<file path="config.mk">
export PLATFORM = sky130hd
export DESIGN_NAME = key_gesture_classifier
export DESIGN_NICKNAME = d
export VERILOG_FILES = /design/src/hdl/kgc_pkg.sv /design/src/hdl/kgc_engine.sv /design/src/hdl/kgc_rsp_buf.sv /design/src/hdl/key_gesture_classifier.sv
export SDC_FILE = /design/constraint.sdc
export NUM_CORES = 1
export LEC_CHECK = 0
export ABC_AREA = 0
export BUFFER_PORTS_ARGS = -buffer_cell sky130_fd_sc_hd__buf_2
export CORE_ASPECT_RATIO = 2
export CORE_MARGIN = 5
export CORE_UTILIZATION = 45
export DETAILED_ROUTE_END_ITERATION = 12
export SLEW_MARGIN = 20
export SYNTH_ARGS = -nofsm -noshare
export SYNTH_HDL_FRONTEND = slang
export SYNTH_HIERARCHICAL = 1
export SYNTH_SLANG_ARGS = --single-unit
</file>
<file path="constraint.sdc">
create_clock -name clock -period 4.6 [get_ports clock]
set_clock_uncertainty 0.1 [all_clocks]
set_input_delay 0.46 -clock clock [delete_from_list [all_inputs] [get_ports clock]]
set_output_delay 0.46 -clock clock [all_outputs]
set_load 0.01 [all_outputs]
</file>
<file path="src/hdl/kgc_pkg.sv">
// Package for the key gesture classifier: field widths, reset values of the
// configuration registers, gesture and register codes and the transaction structs.
// Depends on nothing; every other file of the block imports it.
package kgc_pkg;

   // Field widths fixed by the transaction format.
   localparam int KEY_W   = 4;
   localparam int PIN_W   = 9;
   localparam int TIME_W  = 16;
   localparam int CNT_W   = 8;
   localparam int CSR_W   = 16;
   localparam int CSR_IDX_W = 3;

   // Default key count and configuration reset values.
   localparam int NUM_KEYS_DEF = 9;
   localparam logic [TIME_W-1:0] DEF_DEBOUNCE = 16'd10;
   localparam logic [TIME_W-1:0] DEF_LONG     = 16'd1000;
   localparam logic [TIME_W-1:0] DEF_REPEAT   = 16'd200;
   localparam logic [TIME_W-1:0] DEF_DOUBLE   = 16'd300;
   localparam logic [KEY_W-1:0]  DEF_MULTI    = 4'd4;

   // Release count from which a multi-key gesture is a double click.
   localparam logic [CNT_W-1:0] DOUBLE_MIN = 8'd2;

   // Input commands.
   localparam logic CMD_TICK = 1'b0;
   localparam logic CMD_EDGE = 1'b1;

   typedef enum logic [1:0] {
      G_CLICK   = 2'd0,
      G_DOUBLE  = 2'd1,
      G_LONG    = 2'd2,
      G_RELEASE = 2'd3
   } gesture_type;

   typedef enum logic [CSR_IDX_W-1:0] {
      CSR_DEBOUNCE = 3'd0,
      CSR_LONG     = 3'd1,
      CSR_REPEAT   = 3'd2,
      CSR_DOUBLE   = 3'd3,
      CSR_MULTI    = 3'd4
   } csr_index_type;

   typedef struct packed {
      logic             cmd;
      logic [KEY_W-1:0] key;
      logic [PIN_W-1:0] pins;
   } req_type;

   typedef struct packed {
      gesture_type      gesture;
      logic [KEY_W-1:0] key_index;
      logic [CNT_W-1:0] press_count;
      logic             last;
   } rsp_type;

   // Configuration registers as seen by the classifier engine.
   typedef struct packed {
      logic [TIME_W-1:0] debounce_ms;
      logic [TIME_W-1:0] long_ms;
      logic [TIME_W-1:0] repeat_ms;
      logic [TIME_W-1:0] double_ms;
      logic [KEY_W-1:0]  multi_key;
   } cfg_type;

   // Up to two results produced by one input transaction.
   typedef struct packed {
      logic [1:0] count;
      rsp_type    first;
      rsp_type    second;
   } pair_type;

endpackage

</file>
<file path="src/hdl/kgc_engine.sv">
// Classifier engine: holds the timers, the active key and the release counters,
// and turns one input transaction into zero, one or two results in a single pass.
// Depends on kgc_pkg.
module kgc_engine #(
   parameter int NUM_KEYS = kgc_pkg::NUM_KEYS_DEF
) (
   input  logic               clock,
   input  logic               reset,
   input  logic               step,
   input  kgc_pkg::req_type   item,
   input  kgc_pkg::cfg_type   cfg,
   output kgc_pkg::pair_type  results
);
   import kgc_pkg::*;

   logic [KEY_W-1:0]  active_key_ff,  active_key_in;
   logic [TIME_W-1:0] main_left_ff,   main_left_in;
   logic              main_armed_ff,  main_armed_in;
   logic [TIME_W-1:0] long_left_ff,   long_left_in;
   logic              long_flag_ff,   long_flag_in;
   logic [TIME_W-1:0] click_left_ff,  click_left_in;
   logic              click_armed_ff, click_armed_in;
   logic [KEY_W-1:0]  click_key_ff,   click_key_in;
   logic [CNT_W-1:0]  counts_ff [NUM_KEYS];
   logic [CNT_W-1:0]  counts_in [NUM_KEYS];

   logic [KEY_W-1:0] click_sel;
   logic [CNT_W-1:0] click_cnt;
   logic             click_fire;
   logic             main_fire;
   logic             pressed;
   logic             count_clear;
   logic             count_inc;
   logic             click_emit;
   logic             main_emit;
   rsp_type          click_res;
   rsp_type          main_res;

   // Release counter of the click window key, selected by compare per entry.
   always_comb begin
      click_sel = (32'(click_key_ff) < NUM_KEYS) ? click_key_ff : '0;
      click_cnt = '0;
      for (int i = 0; i < NUM_KEYS; i++) begin
         if (int'(click_sel) == i) begin
            click_cnt = counts_ff[i];
         end
      end
   end

   // Next state and results for the transaction in the input register.
   always_comb begin
      active_key_in  = active_key_ff;
      main_left_in   = main_left_ff;
      main_armed_in  = main_armed_ff;
      long_left_in   = long_left_ff;
      long_flag_in   = long_flag_ff;
      click_left_in  = click_left_ff;
      click_armed_in = click_armed_ff;
      click_key_in   = click_key_ff;
      click_fire     = 1'b0;
      main_fire      = 1'b0;
      pressed        = 1'b0;
      count_clear    = 1'b0;
      count_inc      = 1'b0;
      click_emit     = 1'b0;
      main_emit      = 1'b0;
      click_res      = '0;
      main_res       = '0;

      if (item.cmd == CMD_EDGE) begin
         // An edge on a known key restarts both countdowns.
         if (32'(item.key) < NUM_KEYS) begin
            active_key_in = item.key;
            long_left_in  = cfg.long_ms;
            main_left_in  = cfg.debounce_ms;
            main_armed_in = 1'b1;
         end
      end else begin
         // The long countdown saturates at zero.
         if (long_left_ff != '0) begin
            long_left_in = long_left_ff - 1'b1;
         end

         // Double-click window: report the collected count when it runs out.
         if (click_armed_ff) begin
            click_fire    = (click_left_ff <= TIME_W'(1));
            click_left_in = click_fire ? '0 : click_left_ff - 1'b1;
         end
         if (click_fire) begin
            click_emit            = 1'b1;
            click_res.gesture     = (click_cnt < DOUBLE_MIN) ? G_CLICK : G_DOUBLE;
            click_res.key_index   = click_sel;
            click_res.press_count = click_cnt;
            count_clear           = 1'b1;
            click_armed_in        = 1'b0;
         end

         // Debounce and repeat timer: sample the active pin when it runs out.
         if (main_armed_ff) begin
            main_fire    = (main_left_ff <= TIME_W'(1));
            main_left_in = main_fire ? '0 : main_left_ff - 1'b1;
         end
         if (main_fire) begin
            main_armed_in = 1'b0;
            if (32'(active_key_ff) < PIN_W) begin
               pressed = ~item.pins[active_key_ff];
            end
            main_res.key_index = active_key_ff;
            if (pressed) begin
               main_left_in  = cfg.repeat_ms;
               main_armed_in = 1'b1;
               if (long_left_in != '0) begin
                  if (active_key_ff != cfg.multi_key) begin
                     main_emit        = 1'b1;
                     main_res.gesture = G_CLICK;
                  end
               end else begin
                  main_emit        = 1'b1;
                  main_res.gesture = G_LONG;
                  long_flag_in     = 1'b1;
               end
            end else if (active_key_ff == cfg.multi_key && !long_flag_ff &&
                         32'(active_key_ff) < NUM_KEYS) begin
               click_key_in   = active_key_ff;
               count_inc      = 1'b1;
               click_left_in  = cfg.double_ms;
               click_armed_in = 1'b1;
            end else begin
               main_emit        = 1'b1;
               main_res.gesture = G_RELEASE;
               long_flag_in     = 1'b0;
            end
         end
      end

      // Each counter updates on its own: clear after a report, then count a release.
      for (int i = 0; i < NUM_KEYS; i++) begin
         counts_in[i] = counts_ff[i];
         if (count_clear && int'(click_sel) == i) begin
            counts_in[i] = '0;
         end
         if (count_inc && int'(active_key_ff) == i) begin
            counts_in[i] = counts_in[i] + 1'b1;
         end
      end
   end

   // Results in order: window report first, then the sample of the active pin.
   always_comb begin
      results = '0;
      if (click_emit) begin
         results.first       = click_res;
         results.first.last  = ~main_emit;
         results.second      = main_res;
         results.second.last = 1'b1;
         results.count       = main_emit ? 2'd2 : 2'd1;
      end else if (main_emit) begin
         results.first      = main_res;
         results.first.last = 1'b1;
         results.count      = 2'd1;
      end
   end

   // State registers advance once per processed transaction.
   always_ff @(posedge clock) begin
      if (reset) begin
         active_key_ff  <= '0;
         main_left_ff   <= '0;
         main_armed_ff  <= 1'b0;
         long_left_ff   <= '0;
         long_flag_ff   <= 1'b0;
         click_left_ff  <= '0;
         click_armed_ff <= 1'b0;
         click_key_ff   <= '0;
         for (int i = 0; i < NUM_KEYS; i++) begin
            counts_ff[i] <= '0;
         end
      end else if (step) begin
         active_key_ff  <= active_key_in;
         main_left_ff   <= main_left_in;
         main_armed_ff  <= main_armed_in;
         long_left_ff   <= long_left_in;
         long_flag_ff   <= long_flag_in;
         click_left_ff  <= click_left_in;
         click_armed_ff <= click_armed_in;
         click_key_ff   <= click_key_in;
         for (int i = 0; i < NUM_KEYS; i++) begin
            counts_ff[i] <= counts_in[i];
         end
      end
   end

endmodule

</file>
<file path="src/hdl/kgc_rsp_buf.sv">
// Result register of the key gesture classifier: holds the up to two results of
// one transaction and hands them out one per cycle on rsp unless rsp is stalled.
// Depends on kgc_pkg.
module kgc_rsp_buf (
   input  logic              clock,
   input  logic              reset,
   input  logic              load,
   input  kgc_pkg::pair_type results,
   input  logic              rsp_stall,
   output logic              rsp_valid,
   output kgc_pkg::rsp_type  rsp_data,
   output logic              free
);
   import kgc_pkg::*;

   logic [1:0] left_ff, left_in;
   rsp_type    slot0_ff, slot0_in;
   rsp_type    slot1_ff, slot1_in;
   logic       take;

   assign rsp_valid = (left_ff != 2'd0);
   assign rsp_data  = slot0_ff;
   assign take      = rsp_valid && !rsp_stall;

   // Room for a new transaction once the last pending result leaves.
   assign free = (left_ff == 2'd0) || (left_ff == 2'd1 && take);

   // Load a new pair, or shift the second result forward after a transaction.
   always_comb begin
      left_in  = left_ff;
      slot0_in = slot0_ff;
      slot1_in = slot1_ff;
      if (load) begin
         left_in  = results.count;
         slot0_in = results.first;
         slot1_in = results.second;
      end else if (take) begin
         left_in  = left_ff - 2'd1;
         slot0_in = slot1_ff;
      end
   end

   always_ff @(posedge clock) begin
      if (reset) begin
         left_ff <= 2'd0;
      end else begin
         left_ff <= left_in;
      end
   end

   always_ff @(posedge clock) begin
      slot0_ff <= slot0_in;
      slot1_ff <= slot1_in;
   end

endmodule

</file>
<file path="src/hdl/key_gesture_classifier.sv">
// Key gesture classifier: each input transaction is a millisecond tick with the pin
// levels or an edge event on a key. An edge starts debounce and long-press timing for
// its key; ticks run the timers and report click, double click (multi key only), long
// press and release. A transaction is taken into the input register and processed into
// the result register, which drives rsp; one transaction per cycle is sustained while
// rsp is not stalled. A tick that gives two results holds the result register for two
// output transactions, since rsp carries one result per cycle. Configuration writes
// are taken at any time and apply from the next processed transaction.
module key_gesture_classifier #(
   parameter int NUM_KEYS = kgc_pkg::NUM_KEYS_DEF
) (
   input  logic                   clock,
   input  logic                   reset,
   input  logic                   req_valid,
   output logic                   req_stall,
   input  kgc_pkg::req_type       req_data,
   output logic                   rsp_valid,
   input  logic                   rsp_stall,
   output kgc_pkg::rsp_type       rsp_data,
   input  logic                   csr_write_en,
   input  kgc_pkg::csr_index_type csr_index,
   input  logic [kgc_pkg::CSR_W-1:0] csr_wdata
);
   import kgc_pkg::*;

   logic     in_valid_ff, in_valid_in;
   req_type  in_data_ff;
   cfg_type  cfg_ff;
   pair_type results;
   logic     free;
   logic     advance;

   // The input register moves on when the result register has room.
   assign advance   = in_valid_ff && free;
   assign req_stall = in_valid_ff && !free;

   always_comb begin
      in_valid_in = in_valid_ff;
      if (req_valid && !req_stall) begin
         in_valid_in = 1'b1;
      end else if (advance) begin
         in_valid_in = 1'b0;
      end
   end

   always_ff @(posedge clock) begin
      if (reset) begin
         in_valid_ff <= 1'b0;
      end else begin
         in_valid_ff <= in_valid_in;
      end
   end

   always_ff @(posedge clock) begin
      if (req_valid && !req_stall) begin
         in_data_ff <= req_data;
      end
   end

   // Configuration registers, written by index.
   always_ff @(posedge clock) begin
      if (reset) begin
         cfg_ff.debounce_ms <= DEF_DEBOUNCE;
         cfg_ff.long_ms     <= DEF_LONG;
         cfg_ff.repeat_ms   <= DEF_REPEAT;
         cfg_ff.double_ms   <= DEF_DOUBLE;
         cfg_ff.multi_key   <= DEF_MULTI;
      end else if (csr_write_en) begin
         unique case (csr_index)
            CSR_DEBOUNCE: cfg_ff.debounce_ms <= csr_wdata;
            CSR_LONG:     cfg_ff.long_ms     <= csr_wdata;
            CSR_REPEAT:   cfg_ff.repeat_ms   <= csr_wdata;
            CSR_DOUBLE:   cfg_ff.double_ms   <= csr_wdata;
            CSR_MULTI:    cfg_ff.multi_key   <= csr_wdata[KEY_W-1:0];
            default: begin
            end
         endcase
      end
   end

   kgc_engine #(
      .NUM_KEYS(NUM_KEYS)
   ) u_engine (
      .clock   (clock),
      .reset   (reset),
      .step    (advance),
      .item    (in_data_ff),
      .cfg     (cfg_ff),
      .results (results)
   );

   kgc_rsp_buf u_rsp_buf (
      .clock     (clock),
      .reset     (reset),
      .load      (advance),
      .results   (results),
      .rsp_stall (rsp_stall),
      .rsp_valid (rsp_valid),
      .rsp_data  (rsp_data),
      .free      (free)
   );

   // An edge event never produces a result.
   a_edge_silent: assert property (@(posedge clock) disable iff (reset)
      advance && in_data_ff.cmd == CMD_EDGE |=> !rsp_valid)
      else $error("edge event produced a result");

   // A result that is not the last one is followed directly by the last one.
   a_pair_order: assert property (@(posedge clock) disable iff (reset)
      rsp_valid && !rsp_data.last && !rsp_stall |=> rsp_valid && rsp_data.last)
      else $error("first of two results not followed by the final result");

   // A held input transaction stays in the input register untouched.
   a_input_hold: assert property (@(posedge clock) disable iff (reset)
      req_stall |=> in_valid_ff && $stable(in_data_ff))
      else $error("held input transaction was lost or changed");

endmodule

</file>
Word-level counts from Yosys, hierarchy flattened. Memory sizes are Yosys's and may differ from the RTL's. Index checks and enable logic that the tools add are counted.

Output and inout port bits: 17. Logic and storage cells: 244. Input port bits: 38. Bits in writable memories: 72. Register bits: 174. Memories kept: 1.

Mux-type cells: 107. Add/sub/neg operators: 13. Eq/ne operators: 26. Bitwise logic cells: 13. Order comparisons: 7. Reduce and logical (&&, ||, !) cells: 51.

Memory list: u_engine.counts_ff (depth 9, width 8, rd ports 9, clocked after Yosys merged registers in 0, write ports 9, RTL line kgc_engine.sv:24) `logic [CNT_W-1:0] counts_ff [NUM_KEYS];`.

Operators by type and width (count): 8-bit two-way mux (36); 16-bit two-way mux (16); 8-bit by 1-bit adder with 8-bit output, second input constant (9); 16-bit by 1-bit subtractor with 16-bit output, second input constant (3); 4-bit == test, second input constant (10); 1-bit two-way mux (40); 16-bit by 1-bit less-or-equal comparator with 1-bit output, second input constant (2); 16-bit nonzero test (2); 15-bit two-way mux (2); 14-bit two-way mux (2); 1-bit logical AND (25); 17-bit two-way mux (1); 4-bit by 3-bit == test with 1-bit output, second input constant (4); 2-bit AND reduction (7); 4-bit less-than comparator, second input constant (3); 2-bit two-way mux (6); 6-bit two-way mux (2); 5-bit AND reduction (2); 1-bit bitwise OR (9); 4-bit by 2-bit == test with 1-bit output, second input constant (2); 4-bit zero test (2); 8-bit by 2-bit less-than comparator with 1-bit output, second input constant (1); 2-bit nonzero test (4); 3-bit by 2-bit == test with 1-bit output, second input constant (2); 17 further kinds (25).

Depth between registers and ports, before layout. Gate-level depths: netlist (run 1).

Depth in word-level cells: 18. Gate-level depth with buffers: 13. Gate-level depth less buffers: 13.

Cells and area by module. The synthesis (run 1) kept the hierarchy.

By module, submodules not included: kgc_engine (seq. area each 3343.2 µm², area each 9442.8 µm², cells each 1159, instances 1); key_gesture_classifier (seq. area each 1801.7 µm², area each 3194.3 µm², cells each 273, instances 1); kgc_rsp_buf (seq. area each 940.9 µm², area each 1229.9 µm², cells each 66, instances 1).

Least setup slack after synthesis (run 1). OpenSTA, ideal clock, no wires.

Path kind: reg-to-reg. Start point: reg u_engine.long_left_ff[4]. End point: reg u_rsp_buf.slot0_ff (netlist bit u_rsp_buf/rsp_data[0]), data pin. Setup time: 260 ps. Slack: 1425 ps. Cell stages (with the launch flop): 11. Arrival time: 2815 ps. Buffers on the path: 1. Data required time: 4240 ps. Clock period less this slack: 3175 ps. Cells stage by stage: dfxtp_1 -> buf_4 -> nor4_4 -> nand2_4 -> o41a_1 -> or3_1 -> or4_4 -> nor2_1 -> o311a_1 -> ha_1 -> mux2_2.

RTL lines: start: declaration (RTL line kgc_engine.sv:19) `logic [TIME_W-1:0] long_left_ff, long_left_in;`; start signal: assignment (RTL line kgc_engine.sv:182) `long_left_ff <= long_left_in;`; end signal: assignment (RTL line kgc_rsp_buf.sv:52) `slot0_ff <= slot0_in;`; end: declaration (RTL line kgc_rsp_buf.sv:17) `rsp_type slot0_ff, slot0_in;`.

==> reports/summary.txt, run 1 <==
Status - finished, final reports clean
Synth area leaders - edfxtp_1, dfxtp_1, mux2i_1
Reg2Reg Depth - 8
Area growth syn-to-layout - 11.2%
Share of layout cells above drive strength 1 - 11.2%
Async S/R FF share, synth - 0%
Final Setup Violations - 0
Vias in the first global route - 11306
Reg2reg start - u_engine/active_key_ff[1]$_SDFFE_PP0P_
Startpoint types - flop
Post-Layout Inst Area - 0.0154 mm²
Cell taking the most area after synthesis - edfxtp_1
Worst r2r dst - u_engine/counts_ff[0][5]$_SDFFCE_PN0P_
Initial antenna violation count - 0
Internal power - 3.88 mW
Ant diodes - 0
Worst path cell trace - nor2_1, a32oi_1, a31oi_1, buf_4, nor4_2, nand4_1, and3_1, o21a_1
Prevailing post-synth register cell - dfxtp_1
Leak - 5.73 nW
Critical path class - reg2reg
Dpl hpwl - 27200 µm
Sw power - 1.38 mW
Power Dens Cells - 341 mW/mm²
Final min period - 3.65 ns
DRC - 0
Count of input and output buffers - 54
Clock power share - 40.8%
DR WL/cell - 20.4 µm
Synth Register Bits - 246
Routed Antenna Nets - 0
Worst VDD drop - 0.389 mV
Die Ht - 258 µm
Post-Synth Simple-Gate Area - 24.9%
Setup TNS - 0 ns
Largest net degree at the start of global routing - 83
Dpl cell area - 0.0144 mm²
Compound-gate portion of the synthesized area - 13.0%
Die width - 134 µm
Relative slew slack - 27.1%
Gr usage total - 22.1%
Area share of the largest cell type after synthesis - 25.1%
Total wire length - 39100 µm
# nets final - 1586
RSZ-0062 raised after global routing - false
Starting Density - 45.3%
Clock latency at the later pin of the worst-skew pair - 0.54 ns
CORE AREA - 0.0306 mm²
Crit path max fanout - 18
Adder-Cell Fraction of Synth Area - 1.62%
Slew Limit Fails - 0
CTS buffer count - 24
Min-delay worst type - in2reg
Netlist cell types - 79
Global-route wire length before repair - 62000 µm
Gate Count Post-Synth - 1498
Largest family of logic cells by synthesized area - simple AND/OR/NAND/NOR gates
Die area - 0.0346 mm²
Critical Path RT - 4.80 ns
Ys Warns - 6
DR vias - 11516
Drt first pass iters - 6
Max-cap viol count - 0
Seq/Total Area, Yosys - 43.9%
Mean Syn Cell Area - 9.26 µm²
Worst Tran Pin Value - 1.09 ns
Crit path arrival time - 3.85 ns
Post-synthesis mux area share - 7.87%
Worst-path clk slew - 0.06 ns
Worst hold slack - 0.0866 ns
Post-synth EDFFs - 116
Synth Area in XOR/XNOR - 4.80%
Row cnt - 91
Hold_sp - req_valid
Comb pwr share - 11.7%
Hold path depth - 2
Final hold vios - 0
CP max stage delay - 0.83 ns
CP endpoint kind - flop
Iteration-0 DRC count of the detailed router - 957
H-tree Lvls - 1
Clock root buffer - clkbuf_16
Period utilization - 79.4%
Congestion Overflow GR - 0
R2R Setup Slk - 0.95 ns
Crit-path slowest cell - nor4_2
Hold worst-path end - in_valid_ff$_SDFFE_PP0P_
PostCTS Resize Cnt - 0
IO Pins - 55
Fmax - 274 MHz
Synth Cell Area - 0.0139 mm²
Clk sinks - 246
Drt via density - 6.00
Placer Congestion - 0.921
Seq pwr share - 47.5%
TritonCTS clock tree - done
Sw frac - 26.2%
CTS Buffer Depth - 3
stage by stage:
step / worst slack, ns / std cells / total power [mW] / util (%)
floorplan: 1.43 / 1505 / 2.95 / -
global placement: 1.12 / 1861 / 3.13 / 47.1
detailed placement: 0.995 / 1861 / 3.14 / 47.1
CTS: 0.996 / 1919 / 5.31 / 50.3
global route: 0.715 / 1920 / 5.47 / 50.4
finish: 0.949 / 1920 / 5.26 / 50.4
flip-flops by register name, summed over array words and instances, names as in the netlist:
name	flops
u_engine/counts_ff	72
cfg_ff	68
u_engine/click_left_ff	16
u_engine/long_left_ff	16
u_engine/main_left_ff	16
u_rsp_buf/rsp_data	15
u_rsp_buf/slot1_ff	15
in_data_ff	14
u_engine/active_key_ff	4
u_engine/click_key_ff	4
u_rsp_buf/left_ff	2
in_valid_ff	1
u_engine/click_armed_ff	1
u_engine/long_flag_ff	1
u_engine/main_armed_ff	1
cell usage after synthesis, types with 42 or more instances:
| library cell | number |
|---|---|
| nor2_1 | 178 |
| dfxtp_1 | 130 |
| edfxtp_1 | 116 |
| nand2_1 | 105 |
| mux2i_1 | 91 |
| nand2b_1 | 77 |
| clkbuf_1 | 67 |
| a21oi_1 | 65 |
| nor3_1 | 53 |
| o21ai_0 | 53 |
| xnor2_1 | 49 |
| nand3_1 | 42 |
cells by family (layout without fill, tap and decap cells):
kind of cell,after synthesis,in the layout
AO/OA/AOI/OAI,272,272
XOR/XNOR,76,76
adder cells (fa/ha/maj),18,18
buffers and inverters,124,167
flip-flops,246,246
multiplexers,107,107
other,1,8
AND/OR/NAND/NOR,654,654
routing by layer:
layer	share of wire [%]	global-route usage, %	wire, µm
met1	44	30.3	17400
met2	48	36.9	18700
met3	5.4	2.56	2120
met4	2.4	6.00	953
met5	0	0	0
layout by cell type (no fill, tap or decap), drive strengths merged, types with 9 or more instances in the layout:
cell,instances
nor3,55
mux2,16
a21oi,65
nor2,178
a31oi,18
and2,35
ha,18
mux2i,91
nand2b,77
dlygate4sd3,14
a2bb2oi,10
buf,82
a21o,10
or4,12
dfxtp,130
nor4,31
o21ai,53
nand3,42
edfxtp,116
nor2b,15
nand2,106
xnor2,49
a211oi,11
o22ai,12
xor2,27
inv,28
o31ai,9
nand4,37
a22oi,13
a221oi,20
or3,21
and3,13
clkbuf,32
power groups by stage:
stage	Clock [mW]	Sequential (mW)	Combinational (mW)
floorplan	0	2.50	0.446
global placement	0	2.54	0.594
detailed placement	0	2.54	0.601
CTS	2.20	2.49	0.614
global route	2.28	2.51	0.678
finish	2.15	2.50	0.617
how the worst max path moves through the flow:
stage                     slack, ns                              startpoint                                      end
after floorplan                1.43   u_engine/long_left_ff[4]$_SDFFE_PP0P_          u_rsp_buf/rsp_data[0]$_DFFE_PP_
after global placement         1.12  u_engine/active_key_ff[1]$_SDFFE_PP0P_   u_engine/counts_ff[0][5]$_SDFFCE_PN0P_
after detailed placement        1.0  u_engine/active_key_ff[1]$_SDFFE_PP0P_   u_engine/counts_ff[0][5]$_SDFFCE_PN0P_
after CTS                       1.0  u_engine/active_key_ff[1]$_SDFFE_PP0P_   u_engine/counts_ff[0][5]$_SDFFCE_PN0P_
after global routing           0.71  u_engine/click_left_ff[4]$_SDFFE_PP0P_  u_engine/counts_ff[0][38]$_SDFFCE_PN0P_
final                          0.95  u_engine/active_key_ff[1]$_SDFFE_PP0P_   u_engine/counts_ff[0][5]$_SDFFCE_PN0P_
critical path: cells and delay by family (launching register included):
kind            cells  cell delay, ns
compound gates      3            0.61
buf+inv             1            0.21
flops               1            0.82
simple gates        4            1.66
layout make-up:
type                            count  area [µm²]
Clock buffer                       32         703
Clock inverter                     12         154
Fill cell                        2825       15200
Inverter                           27         101
Multi-Input combinational cell   1135        7290
Sequential cell                   246        6090
Tap cell                          372         465
Timing Repair Buffer               96         627
what timing repair did:
| action | in CTS | in global routing |
|---|---|---|
| hold endpoints to repair | 14 | 0 |
| hold buffers | 14 | 0 |
| buffers inserted | 0 | 0 |
Note: power is estimated with default switching activity, not from simulation.
==> run 2, diff against run 1 <==
Clock period 4.6 ns to 3.3 ns, I/O delays scaled along.
==> run 2 against run 1 <==
Sequential power is 39% higher. Largest cell class unchanged. Fmax grew 17%. Critical endpoint is now u_rsp_buf/rsp_data[0]$_DFFE_PP_. Sequential share of layout area decreased by 1.1 points. Clock power is 35% higher. Critical path depth up 1. Worst setup slack lost 0.76 ns. Core utilization rose by 1.5 points. Register-to-register slack lost 0.76 ns. Largest power group unchanged. Design area grew 3.0%. Die area unchanged.
==> reports/summary.txt, run 2 (synthesized netlist as in run 1, its figures left out) <==
DR WL/cell - 20.3 µm (was 20.4 µm)
Power Dens Cells - 462 mW/mm² (was 341 mW/mm²)
Vias in the first global route - 11685 (was 11306)
Seq pwr share - 47.2% (was 47.5%)
H-tree Lvls - 1 (unchanged)
Status - finished, final reports clean (unchanged)
Relative slew slack - 33.9% (was 27.1%)
Total placed cells including tap cells - 1908 (was 1861)
RSZ-0062 raised after global routing - true (was false)
Largest net degree at the start of global routing - 154 (was 83)
Clock root buffer - clkbuf_16 (unchanged)
Slew Limit Fails - 0 (unchanged)
# nets final - 1643 (was 1586)
CP max stage delay - 0.47 ns (was 0.83 ns)
CTS Buffer Depth - 3 (unchanged)
Die area - 0.0346 mm² (unchanged)
Worst path cell trace - nor4_4, nand2_4, o41a_1, or3_1, or4_4, nor2_1, o311a_1, ha_1, mux2_2 (was nor2_1, a32oi_1, a31oi_1, buf_4, nor4_2, nand4_1, and3_1, o21a_1)
Final Setup Violations - 0 (unchanged)
Dpl hpwl - 28000 µm (was 27200 µm)
Clock latency at the later pin of the worst-skew pair - 0.55 ns (was 0.54 ns)
Top flop regs - u_engine/counts_ff (72), cfg_ff (68) (unchanged)
Total wire length - 40000 µm (was 39100 µm)
Crit-path leading delay family - simple AND/OR/NAND/NOR gates (unchanged)
Setup TNS - 0 ns (unchanged)
DR vias - 11818 (was 11516)
Leak - 6.01 nW (was 5.73 nW)
Crit path max fanout - 4 (was 18)
Max reg flops - 72 (unchanged)
Count of input and output buffers - 54 (unchanged)
Clk sinks - 246 (unchanged)
IO Pins - 55 (unchanged)
Placer Congestion - 0.913 (was 0.921)
CORE AREA - 0.0306 mm² (unchanged)
Routed Antenna Nets - 0 (unchanged)
TritonCTS clock tree - done (unchanged)
Crit path arrival time - 3.30 ns (was 3.85 ns)
Drt via density - 5.98 (was 6.00)
Pre-CTS WS - 0.104 ns (was 0.995 ns)
Fill cell count - 2844 (was 2825)
Sw power - 1.91 mW (was 1.38 mW)
Most frequent cells in the layout - nor2_1, dfxtp_1, edfxtp_1 (unchanged)
Worst setup margin - 0.189 ns (was 0.949 ns)
Row cnt - 91 (unchanged)
Final core utilization - 51.9% (was 50.4%)
Congestion Overflow GR - 0 (unchanged)
Register Area - 0.00609 mm² (about the same)
Buffers & Inverters on Critical Path - 0 (was 1)
Worst-path clk slew - 0.06 ns (about the same)
Final hold vios - 0 (unchanged)
Fmax - 321 MHz (was 274 MHz)
Worst Tran Pin Value - 0.992 ns (was 1.09 ns)
Die Ht - 258 µm (unchanged)
Area growth syn-to-layout - 14.6% (was 11.2%)
Critical Path RT - 3.49 ns (was 4.80 ns)
Largest reg by FF count - u_engine/counts_ff (unchanged)
CTS buffer count - 25 (was 24)
CP endpoint kind - flop (unchanged)
Gr usage total - 22.7% (was 22.1%)
Global-route wire length before repair - 63700 µm (was 62000 µm)
Sw frac - 26.0% (was 26.2%)
Tot Pwr - 7.34 mW (was 5.26 mW)
Critical path class - reg2reg (unchanged)
Area taken by multi-input logic gates - 0.00731 mm² (was 0.00729 mm²)
Drt first pass iters - 5 (was 6)
Internal power - 5.43 mW (was 3.88 mW)
Max-cap viol count - 0 (unchanged)
Setup Fix Bufs, Post-CTS - 0 (unchanged)
Startpoint types - flop (unchanged)
Clock power share - 39.7% (was 40.8%)
Final cell count without fillers - 1977 (was 1920)
Period utilization - 94.3% (was 79.4%)
Min-delay worst type - in2reg (unchanged)
Final min period - 3.11 ns (was 3.65 ns)
Worst VDD drop - 0.423 mV (was 0.389 mV)
Comb pwr share - 13.1% (was 11.7%)
Die width - 134 µm (unchanged)
Crit-path slowest cell - or4_4 (was nor4_2)
Commonest non-fill, non-tap cell in the layout - nor2_1 (unchanged)
DRC - 0 (unchanged)
Starting Density - 45.3% (unchanged)
Share of layout cells above drive strength 1 - 14.0% (was 11.2%)
Iteration-0 DRC count of the detailed router - 965 (was 957)
Ant diodes - 0 (unchanged)
Initial antenna violation count - 0 (unchanged)
-- run 2: cell count changes in the layout (fill, tap and decap cells not counted), sizes merged --
cell,previous run,this run
buf,82,129
bufinv,3,2
clkbuf,32,35
clkinv,3,5
clkinvlp,5,2
dlygate4sd3,14,23
-- run 2: area by class of cell --
cell class	instances	share of cell area [%]
multi-input cells	1135	46.0
flip-flops and latches	246	38.3
repair buffers	152	6.81
clock buffers	35	4.57
well taps	372	2.93
clock inverters	10	0.685
inverters	27	0.638
-- run 2: repair_timing --
action                                 in CTS  in global routing
gates resized for setup                     0                  7
endpoints found under the hold margin      31                  0
hold buffers                               23                  0
setup endpoints to repair                   0                  9
-- run 2: routing by layer --
metal,vias up,wire length [µm],global-route usage (%),share of wire [%]
met5,-,0,0,0
met4,0,1030,6.88,2.6
met3,68,2100,2.54,5.2
met2,338,19500,38.8,49
met1,5780,17400,30.3,43
li1,5632,-,-,-
-- run 2: final timing paths --
path	cells after the start	slack, ns	from	endpoint
worst max register to register	9	0.19	u_engine/long_left_ff[5]$_SDFFE_PP0P_	u_rsp_buf/rsp_data[0]$_DFFE_PP_
worst max-delay path	9	0.19	u_engine/long_left_ff[5]$_SDFFE_PP0P_	u_rsp_buf/rsp_data[0]$_DFFE_PP_
worst min-delay path	3	0.03	csr_wdata[2]	cfg_ff[6]$_SDFFE_PP1P_
worst min register to register	2	0.38	cfg_ff[56]$_SDFFE_PP0P_	cfg_ff[56]$_SDFFE_PP0P_
-- run 2: tightest hold or removal path, cell delays in order --
cell     delay [ns]
buf_2          0.09
nor2_1         0.08
mux2i_1        0.13
-- run 2: power groups by stage --
stage | clock network, mW | registers, mW | logic, mW
6_report | 2.91 | 3.47 | 0.961
5_1_grt | 3.11 | 3.49 | 1.05
4_1_cts | 3.00 | 3.47 | 0.948
3_5_place_dp | 0 | 3.53 | 0.922
3_3_place_gp | 0 | 3.53 | 0.917
2_1_floorplan | 0 | 3.49 | 0.621
-- run 2: stage by stage --
stage	area (µm²)	hold WS, ns
floorplan	13900	0.299
global placement	14800	0.359
detailed placement	14800	0.367
CTS	15800	0.00411
global route	15900	0.0454
finish	15900	0.0279
